File: src/rtl/fbm_div_step.sv
// ============================================================================
// fbm_div_step : one restoring-division cell
// Resolves one quotient bit of the weighted mean and hands the partial
// remainder to the next cell.
// ============================================================================
module fbm_div_step #(
    parameter int FRAC_BITS = 16,
    parameter int AW        = 41,
    parameter int TW        = 25,
    parameter int BIT       = 0
) (
    input  logic                  i_clk,
    input  logic                  i_en,
    input  logic [AW-1:0]         i_rem,
    input  logic [TW-1:0]         i_total,
    input  logic [FRAC_BITS-1:0]  i_quot,
    output logic [AW-1:0]         o_rem,
    output logic [TW-1:0]         o_total,
    output logic [FRAC_BITS-1:0]  o_quot
);
    logic [AW:0]            trial;
    logic [AW-1:0]          r_rem;
    logic [TW-1:0]          r_total;
    logic [FRAC_BITS-1:0]   r_quot;

    assign trial = (AW+1)'(i_total) << BIT;

    always_ff @(posedge i_clk) begin
        if (i_en) begin
            r_total <= i_total;
            if ({1'b0, i_rem} >= trial) begin
                r_rem  <= AW'({1'b0, i_rem} - trial);
                r_quot <= i_quot | (FRAC_BITS'(1) << BIT);
            end else begin
                r_rem  <= i_rem;
                r_quot <= i_quot;
            end
        end
    end

    assign o_rem   = r_rem;
    assign o_total = r_total;
    assign o_quot  = r_quot;

endmodule

File: config.mk
export PLATFORM = sky130hd
export DESIGN_NAME = fbm_div_step
export DESIGN_NICKNAME = d
export VERILOG_FILES = /design/src/rtl/fbm_div_step.sv
export SDC_FILE = /design/constraint.sdc
export NUM_CORES = 1
export LEC_CHECK = 0
export ABC_AREA = 1
export BUFFER_PORTS_ARGS = -buffer_cell sky130_fd_sc_hd__buf_2
export CAP_MARGIN = 20
export CORE_AREA = 5 5 171 107
export DETAILED_ROUTE_END_ITERATION = 6
export DIE_AREA = 0 0 176 112
export PLACE_DENSITY = 0.66
export SKIP_CTS_REPAIR_TIMING = 1
export SYNTH_ARGS = -nofsm -noshare
export SYNTH_HDL_FRONTEND = slang
export SYNTH_SLANG_ARGS = --single-unit
export TNS_END_PERCENT = 50
File: constraint.sdc
create_clock -name i_clk -period 3.8 [get_ports i_clk]
set_clock_uncertainty 0.1 [all_clocks]
set_input_delay 0.57 -clock i_clk [delete_from_list [all_inputs] [get_ports i_clk]]
set_output_delay 0.57 -clock i_clk [all_outputs]
set_load 0.01 [all_outputs]
==> results of run 1 <==
[critical path: cells and delay by family]
kind	cells	cell delay (ns)
AOI/OAI and AO/OA	1	0.07
buffers and inverters	5	0.50
adders and majority gates	1	0.42
and+or+nand+nor	8	1.08
[per-layer routing]
| metal | wire length (um) | vias to the layer above |
|---|---|---|
| li1 | - | 2745 |
| met1 | 10650 | 2443 |
| met2 | 6347 | 215 |
| met3 | 1677 | 11 |
| met4 | 95 | 0 |
| met5 | 0 | - |
[per-stage QoR]
stage | setup slack, ns | util [%] | area (sq um)
after floorplan | 1.361 | - | 5662
after global placement | 0.8038 | 40.40 | 6733
after detailed placement | 0.7954 | 40.40 | 6733
after CTS | 1.139 | 42.06 | 7010
after global routing | 0.9272 | 42.06 | 7010
final | 1.135 | 42.08 | 7013
[power by group through the flow]
stage	logic (mW)	registers, mW	clock network (mW)
after floorplan	0.314	1.21	0
after global placement	0.648	1.15	0
after detailed placement	0.646	1.15	0
after CTS	0.649	1.14	0.872
after global routing	0.722	1.15	0.907
final	0.650	1.14	0.855
[layout make-up]
cell class                      instances  area (sq um)  share of cell area, %
Clock inverter                          7         52.55                 0.7493
Clock buffer                            9         225.2                  3.211
Sequential cell                        82          2462                  35.11
Inverter                              141         529.3                  7.547
Tap cell                              214         267.8                  3.818
Multi-Input combinational cell        530          2595                  37.00
Antenna cell                            1         2.502                0.03568
Timing Repair Buffer                  170         878.3                  12.52
[path summary, 6_finish.rpt]
| path | cells past startpoint | startpoint | slack (ns) | end |
|---|---|---|---|---|
| worst max-delay path | 15 | i_total[16] | 1.14 | o_rem[8] |
| worst min-delay path | 1 | i_quot[7] | 0.29 | o_quot[7] |
[cells by family after synthesis]
group / Yosys count / synth area share [%]
buf+inv: 150 / 10.67
simple gates: 431 / 30.98
xor+xnor: 20 / 3.094
flops: 82 / 43.49
compound gates: 53 / 5.878
fa+ha+maj: 26 / 5.878
[cell usage after synthesis]
library cell and count:
sky130_fd_sc_hd__ha_1 25, sky130_fd_sc_hd__nand2_2 2, sky130_fd_sc_hd__nor2_4 1, sky130_fd_sc_hd__nand3b_1 3, sky130_fd_sc_hd__buf_6 5, sky130_fd_sc_hd__o21ai_2 4, sky130_fd_sc_hd__o21ai_1 16, sky130_fd_sc_hd__xor2_1 6
sky130_fd_sc_hd__nor3_2 1, sky130_fd_sc_hd__inv_2 4, sky130_fd_sc_hd__a21oi_2 14, sky130_fd_sc_hd__nor2_2 6, sky130_fd_sc_hd__xnor2_1 14, sky130_fd_sc_hd__nor2_1 71, sky130_fd_sc_hd__inv_1 137, sky130_fd_sc_hd__nor4_1 1
sky130_fd_sc_hd__nand3_2 1, sky130_fd_sc_hd__nor3_1 4, sky130_fd_sc_hd__buf_2 3, sky130_fd_sc_hd__a21oi_1 15, sky130_fd_sc_hd__nand4_1 11, sky130_fd_sc_hd__clkbuf_1 1, sky130_fd_sc_hd__fa_1 1, sky130_fd_sc_hd__o21ai_0 4
sky130_fd_sc_hd__nand2_1 291, sky130_fd_sc_hd__nand3_1 38, sky130_fd_sc_hd__edfxtp_1 82, sky130_fd_sc_hd__or2_2 1
[registers in the layout, summed over array words and instances (netlist names)]
signal and count:
o_total 25, o_quot 16, o_rem 41
==> results.toml, run 1 <==
[clock_tree]
clk_pin_slew_worst_paths_ns = 0.07
htree_levels = 3
cts.path.max_buffers = 2
cts_buffers = 9
clockRootBuffer = "sky130_fd_sc_hd__clkbuf_16"
cts_tree = "done"
clock_sinks = 82

[critical_path]
timing_worst_setup_path_type = "input port to register"
critical-path-slowest-cell = "sky130_fd_sc_hd__ha_1"
cp_data_required_time_ns = 3.79
worstSetupEndpointType = "register"
cpMostUsedCell = "sky130_fd_sc_hd__nand2_1"
critical_path.max_fanout = 21
cp.arrival_ns = 2.66
critPathLaunchType = "input port"
crit_path_cell_trace = "buf_2 -> inv_1 -> ha_1 -> nand2_1 -> nor2_2 -> nand2_1 -> nor2_2 -> nand3_1 -> nand2_1 -> inv_1 -> nand3_2 -> inv_2 -> buf_4 -> nand2_1 -> o21ai_1"
worst_path_largest_cell_delay_ns = 0.42

[synthesis]
syn-instance-count = 762
post_synth_main_area_contributors = "sky130_fd_sc_hd__edfxtp_1, sky130_fd_sc_hd__nand2_1, sky130_fd_sc_hd__inv_1, sky130_fd_sc_hd__ha_1, sky130_fd_sc_hd__nor2_1"
postSynthAreaPerCell_sq_um = 7.430
synth_area_sq_mm = 0.005662
synthesis.nets = 872
number_of_distinct_library_cell_variants_in_the_gate_level_netlist_after_synthesis = 28
postSynthRegisterBits = 82
synth_top_area_share_pct = 43.49
yosysSeqAreaShare_pct = 43.49
ys_warn_count = 0
post-synth-top-area-cell = "sky130_fd_sc_hd__edfxtp_1"

[timing]
setup_repair_after_global_routing_missed_its_margin = "no"
final-max-slew-violation-count = 0
layout_min_cycle_time_ns = 2.665
headroom_to_the_max_slew_limit_pct = 67.98
fmaxAchievable_mhz = 375.2
setup_viol = 0
min_period_over_period_pct = 70.13
setup_tns_ns = 0
final_hold_viol_count = 0
timing.hold.ws_ns = 0.2917
max_slew.worst_pin.slew_ns = 0.4769

[grt]
grt_start_max_net_pins = 39
antenna_found_initial = 0
grt_pass1_vias = 5050
first_pass_grt_wire_length_mm = 28.53
global_route.peak_usage_layer = "met1"
total_overflow_reported_by_the_global_router = 0
gr-usage-met3_pct = 5.022
use_met1_pct = 31.96
grt_util_met2_pct = 23.04
globalRouteTotalUtil_pct = 18.72

[pwr]
irDropWorstVdd_uv = 196.2
switchingPower_mw = 0.8475
clkPwrFrac_pct = 32.4
power.share.switching_pct = 32.08
leakagePower_nw = 3.468
comb_power_share_pct = 24.6
sequential_power_share_pct = 43.0
power_density_mw_per_mm2 = 376.7
internal_power_mw = 1.794
totalPowerFinal_mw = 2.642

[layout]
layout-area-overhead-vs-synth_pct = 23.87
layout.cells.most_common = "sky130_fd_sc_hd__nand2_1"
fin_nets = 1044
fraction_of_layout_instances_using_a_drive_strength_above_1_pct = 23.32
filler_cell_count = 1785
commonest_cells_after_routing_fill_and_taps_aside = "sky130_fd_sc_hd__nand2_1, sky130_fd_sc_hd__buf_2, sky130_fd_sc_hd__inv_1"
finish.cell_count_without_fillers = 1154

[place]
dp.cells = 1137
hpwlAfterDp_mm = 15.48
gp_routability_congestion = 0.9270
numPortBuffers = 165

[job]
drv_cap = 0

[floorplan]
die_x_um = 176
placementRows = 37
dieArea_sq_mm = 0.01971
top_level_pins = 166
initial_core_util_pct = 33.97
coreArea_sq_mm = 0.01667
die-height_um = 112

[route]
antenna_left = 0
number_of_vias_after_detailed_routing = 5414
remaining_drc_errors = 0
dr.first_iter.drc_count = 467
route.detailed.vias_per_inst = 4.692
routed_wire_length_per_instance_um = 16.26
detail_route.first_pass.iterations = 7
postRouteWirelength_mm = 18.77

[min_path]
worstHoldPathType = "input port to register"

[run_status]
outcome = "finished, final reports clean"
Power figures use the tool's default switching activity.
==> inputs of run 2 (changes only) <==
--- a/config.mk
+++ b/config.mk
@@ -11,7 +11,7 @@
 export CORE_AREA = 5 5 171 107
 export DETAILED_ROUTE_END_ITERATION = 6
 export DIE_AREA = 0 0 176 112
-export PLACE_DENSITY = 0.66
+export PLACE_DENSITY = 0.68
 export SKIP_CTS_REPAIR_TIMING = 1
 export SYNTH_ARGS = -nofsm -noshare
 export SYNTH_HDL_FRONTEND = slang
==> constraint.sdc (replaced) <==
create_clock -name i_clk -period 2.19 [get_ports i_clk]
set_clock_uncertainty 0.1 [all_clocks]
set_input_delay 0.3285 -clock i_clk [delete_from_list [all_inputs] [get_ports i_clk]]
set_output_delay 0.3285 -clock i_clk [all_outputs]
set_load 0.01 [all_outputs]
==> run 2 against run 1 <==
Die area is the same. Sequential cell count is the same. First-iteration DRC count fell by 2.1%. Design area up 17%. Cell count grew 9.6%. Sequential power is 73% higher.
==> results.toml, run 2 (synthesized netlist as in run 1, its figures left out) <==
[clock_tree]
clk_pin_slew_worst_paths_ns = 0.07
clockRootBuffer = "sky130_fd_sc_hd__clkbuf_16"
cts.path.max_buffers = 2
cts_buffers = 9
clock_sinks = 82
cts_tree = "done"
htree_levels = 3

[pwr]
sequential_power_share_pct = 38.4
comb_power_share_pct = 27.6
power_density_mw_per_mm2 = 624.3
switchingPower_mw = 1.547
totalPowerFinal_mw = 5.125
power.share.switching_pct = 30.18
internal_power_mw = 3.578
clkPwrFrac_pct = 34.0
irDropWorstVdd_uv = 374.8
leakagePower_nw = 4.083

[grt]
globalRouteTotalUtil_pct = 19.52
total_overflow_reported_by_the_global_router = 0
antenna_found_initial = 0
first_pass_grt_wire_length_mm = 29.79
grt_start_max_net_pins = 35
grt_pass1_vias = 5465

[critical_path]
critical_path.max_fanout = 13
worstSetupEndpointType = "register"
timing_worst_setup_path_type = "input port to register"
critical_path.startpoint = "i_total[7]"
cp.arrival_ns = 2.13
cp_data_required_time_ns = 2.19
setup.worst_path.end = "o_rem[15]"
critPathLaunchType = "input port"

[timing]
headroom_to_the_max_slew_limit_pct = 69.18
post-route-worst-setup-slack_ns = 0.05848
layout_min_cycle_time_ns = 2.132
final_hold_viol_count = 0
setup_viol = 0
setup_tns_ns = 0
final-max-slew-violation-count = 0
max_slew.worst_pin.slew_ns = 0.4574
fmaxAchievable_mhz = 469.1
min_period_over_period_pct = 97.33
setup_repair_after_global_routing_missed_its_margin = "yes"
timing.hold.ws_ns = 0.05224

[route]
postRouteWirelength_mm = 20.41
antenna_left = 0
remaining_drc_errors = 0
detail_route.first_pass.iterations = 5
route.detailed.vias_per_inst = 4.598
routed_wire_length_per_instance_um = 16.13
number_of_vias_after_detailed_routing = 5817
dr.first_iter.drc_count = 457

[floorplan]
top_level_pins = 166
die_x_um = 176
dieArea_sq_mm = 0.01971
coreArea_sq_mm = 0.01667
initial_core_util_pct = 33.97
die-height_um = 112
placementRows = 37

[layout]
layout.cells.most_common = "sky130_fd_sc_hd__nand2_1"
largest_register_ff_count = 41
filler_cell_count = 1720
fraction_of_layout_instances_using_a_drive_strength_above_1_pct = 35.11
layout-area-overhead-vs-synth_pct = 44.99
multiInputGateArea_sq_mm = 0.002780
commonest_cells_after_routing_fill_and_taps_aside = "sky130_fd_sc_hd__nand2_1, sky130_fd_sc_hd__buf_2, sky130_fd_sc_hd__inv_1"
postLayoutCellArea_sq_mm = 0.008209
fin_nets = 1156
final-seq-area_sq_mm = 0.002462
insertedDiodeCount = 0

[job]
drv_cap = 0

[place]
gp_routability_congestion = 1.022
numPortBuffers = 165
postPlaceCellArea_sq_mm = 0.007569
dp_worst_setup_slack_ns = -0.4281
hpwlAfterDp_mm = 16.27

[run_status]
outcome = "finished, final reports clean"

[min_path]
worstHoldPathType = "input port to register"
==> run 2: final cells by class <==
type / count / share of cell area [%]
timing repair buffer: 282 / 22.30
sequential: 82 / 30.00
multi-input combinational: 530 / 33.87
inverter: 141 / 6.508
tap: 214 / 3.262
clock buffer: 9 / 2.743
clock inverter: 7 / 1.326
==> run 2: worst min path at each step <==
| stage | from | end | slack [ns] | depth (start not counted) |
|---|---|---|---|---|
| after floorplan | i_quot[10] | o_quot[10] | 0.33 | 0 |
| after global placement | i_quot[2] | o_quot[2] | 0.40 | 1 |
| after detailed placement | i_quot[2] | o_quot[2] | 0.41 | 1 |
| after CTS | i_quot[12] | o_quot[12] | 0.04 | 1 |
| after global routing | i_quot[7] | o_quot[7] | 0.04 | 1 |
| final | i_quot[5] | o_quot[5] | 0.05 | 1 |
==> run 2: routing by layer <==
metal / vias up / wire length, um / track usage (%) / part of all wire, %
li1: 2968 / - / - / -
met1: 2600 / 10810 / 32.09 / 53
met2: 239 / 7414 / 24.94 / 36
met3: 10 / 2071 / 5.701 / 10
met4: 0 / 108 / 2.960 / 0.53
met5: - / 0 / 0 / 0
==> run 2: stage by stage <==
stage | util (%) | cells
final | 49.26 | 1265
after global routing | 49.26 | 1265
after global placement | 45.41 | 1243
after detailed placement | 45.41 | 1243
after floorplan | - | 762
after CTS | 47.42 | 1259
==> run 2: power by group through the flow <==
stage,clock [mW],sequential [mW],combinational [mW]
3_3_place_gp,0,2.00,1.34
2_1_floorplan,0,2.10,0.545
4_1_cts,1.80,1.97,1.35
5_1_grt,1.85,1.99,1.56
3_5_place_dp,0,2.00,1.34
6_report,1.74,1.97,1.41
==> run 2: worst max-delay path, cell delays in order <==
cell and delay, ns:
sky130_fd_sc_hd__buf_2 0.09, sky130_fd_sc_hd__inv_1 0.05, sky130_fd_sc_hd__ha_2 0.37, sky130_fd_sc_hd__nand2_1 0.11, sky130_fd_sc_hd__nor2_1 0.14, sky130_fd_sc_hd__nand2_1 0.09, sky130_fd_sc_hd__nor2_1 0.11, sky130_fd_sc_hd__nand3_1 0.08
sky130_fd_sc_hd__nand2_1 0.09, sky130_fd_sc_hd__inv_1 0.06, sky130_fd_sc_hd__nand3_2 0.10, sky130_fd_sc_hd__clkinv_4 0.15, sky130_fd_sc_hd__clkbuf_16 0.22, sky130_fd_sc_hd__nand2_1 0.07, sky130_fd_sc_hd__o21ai_2 0.05
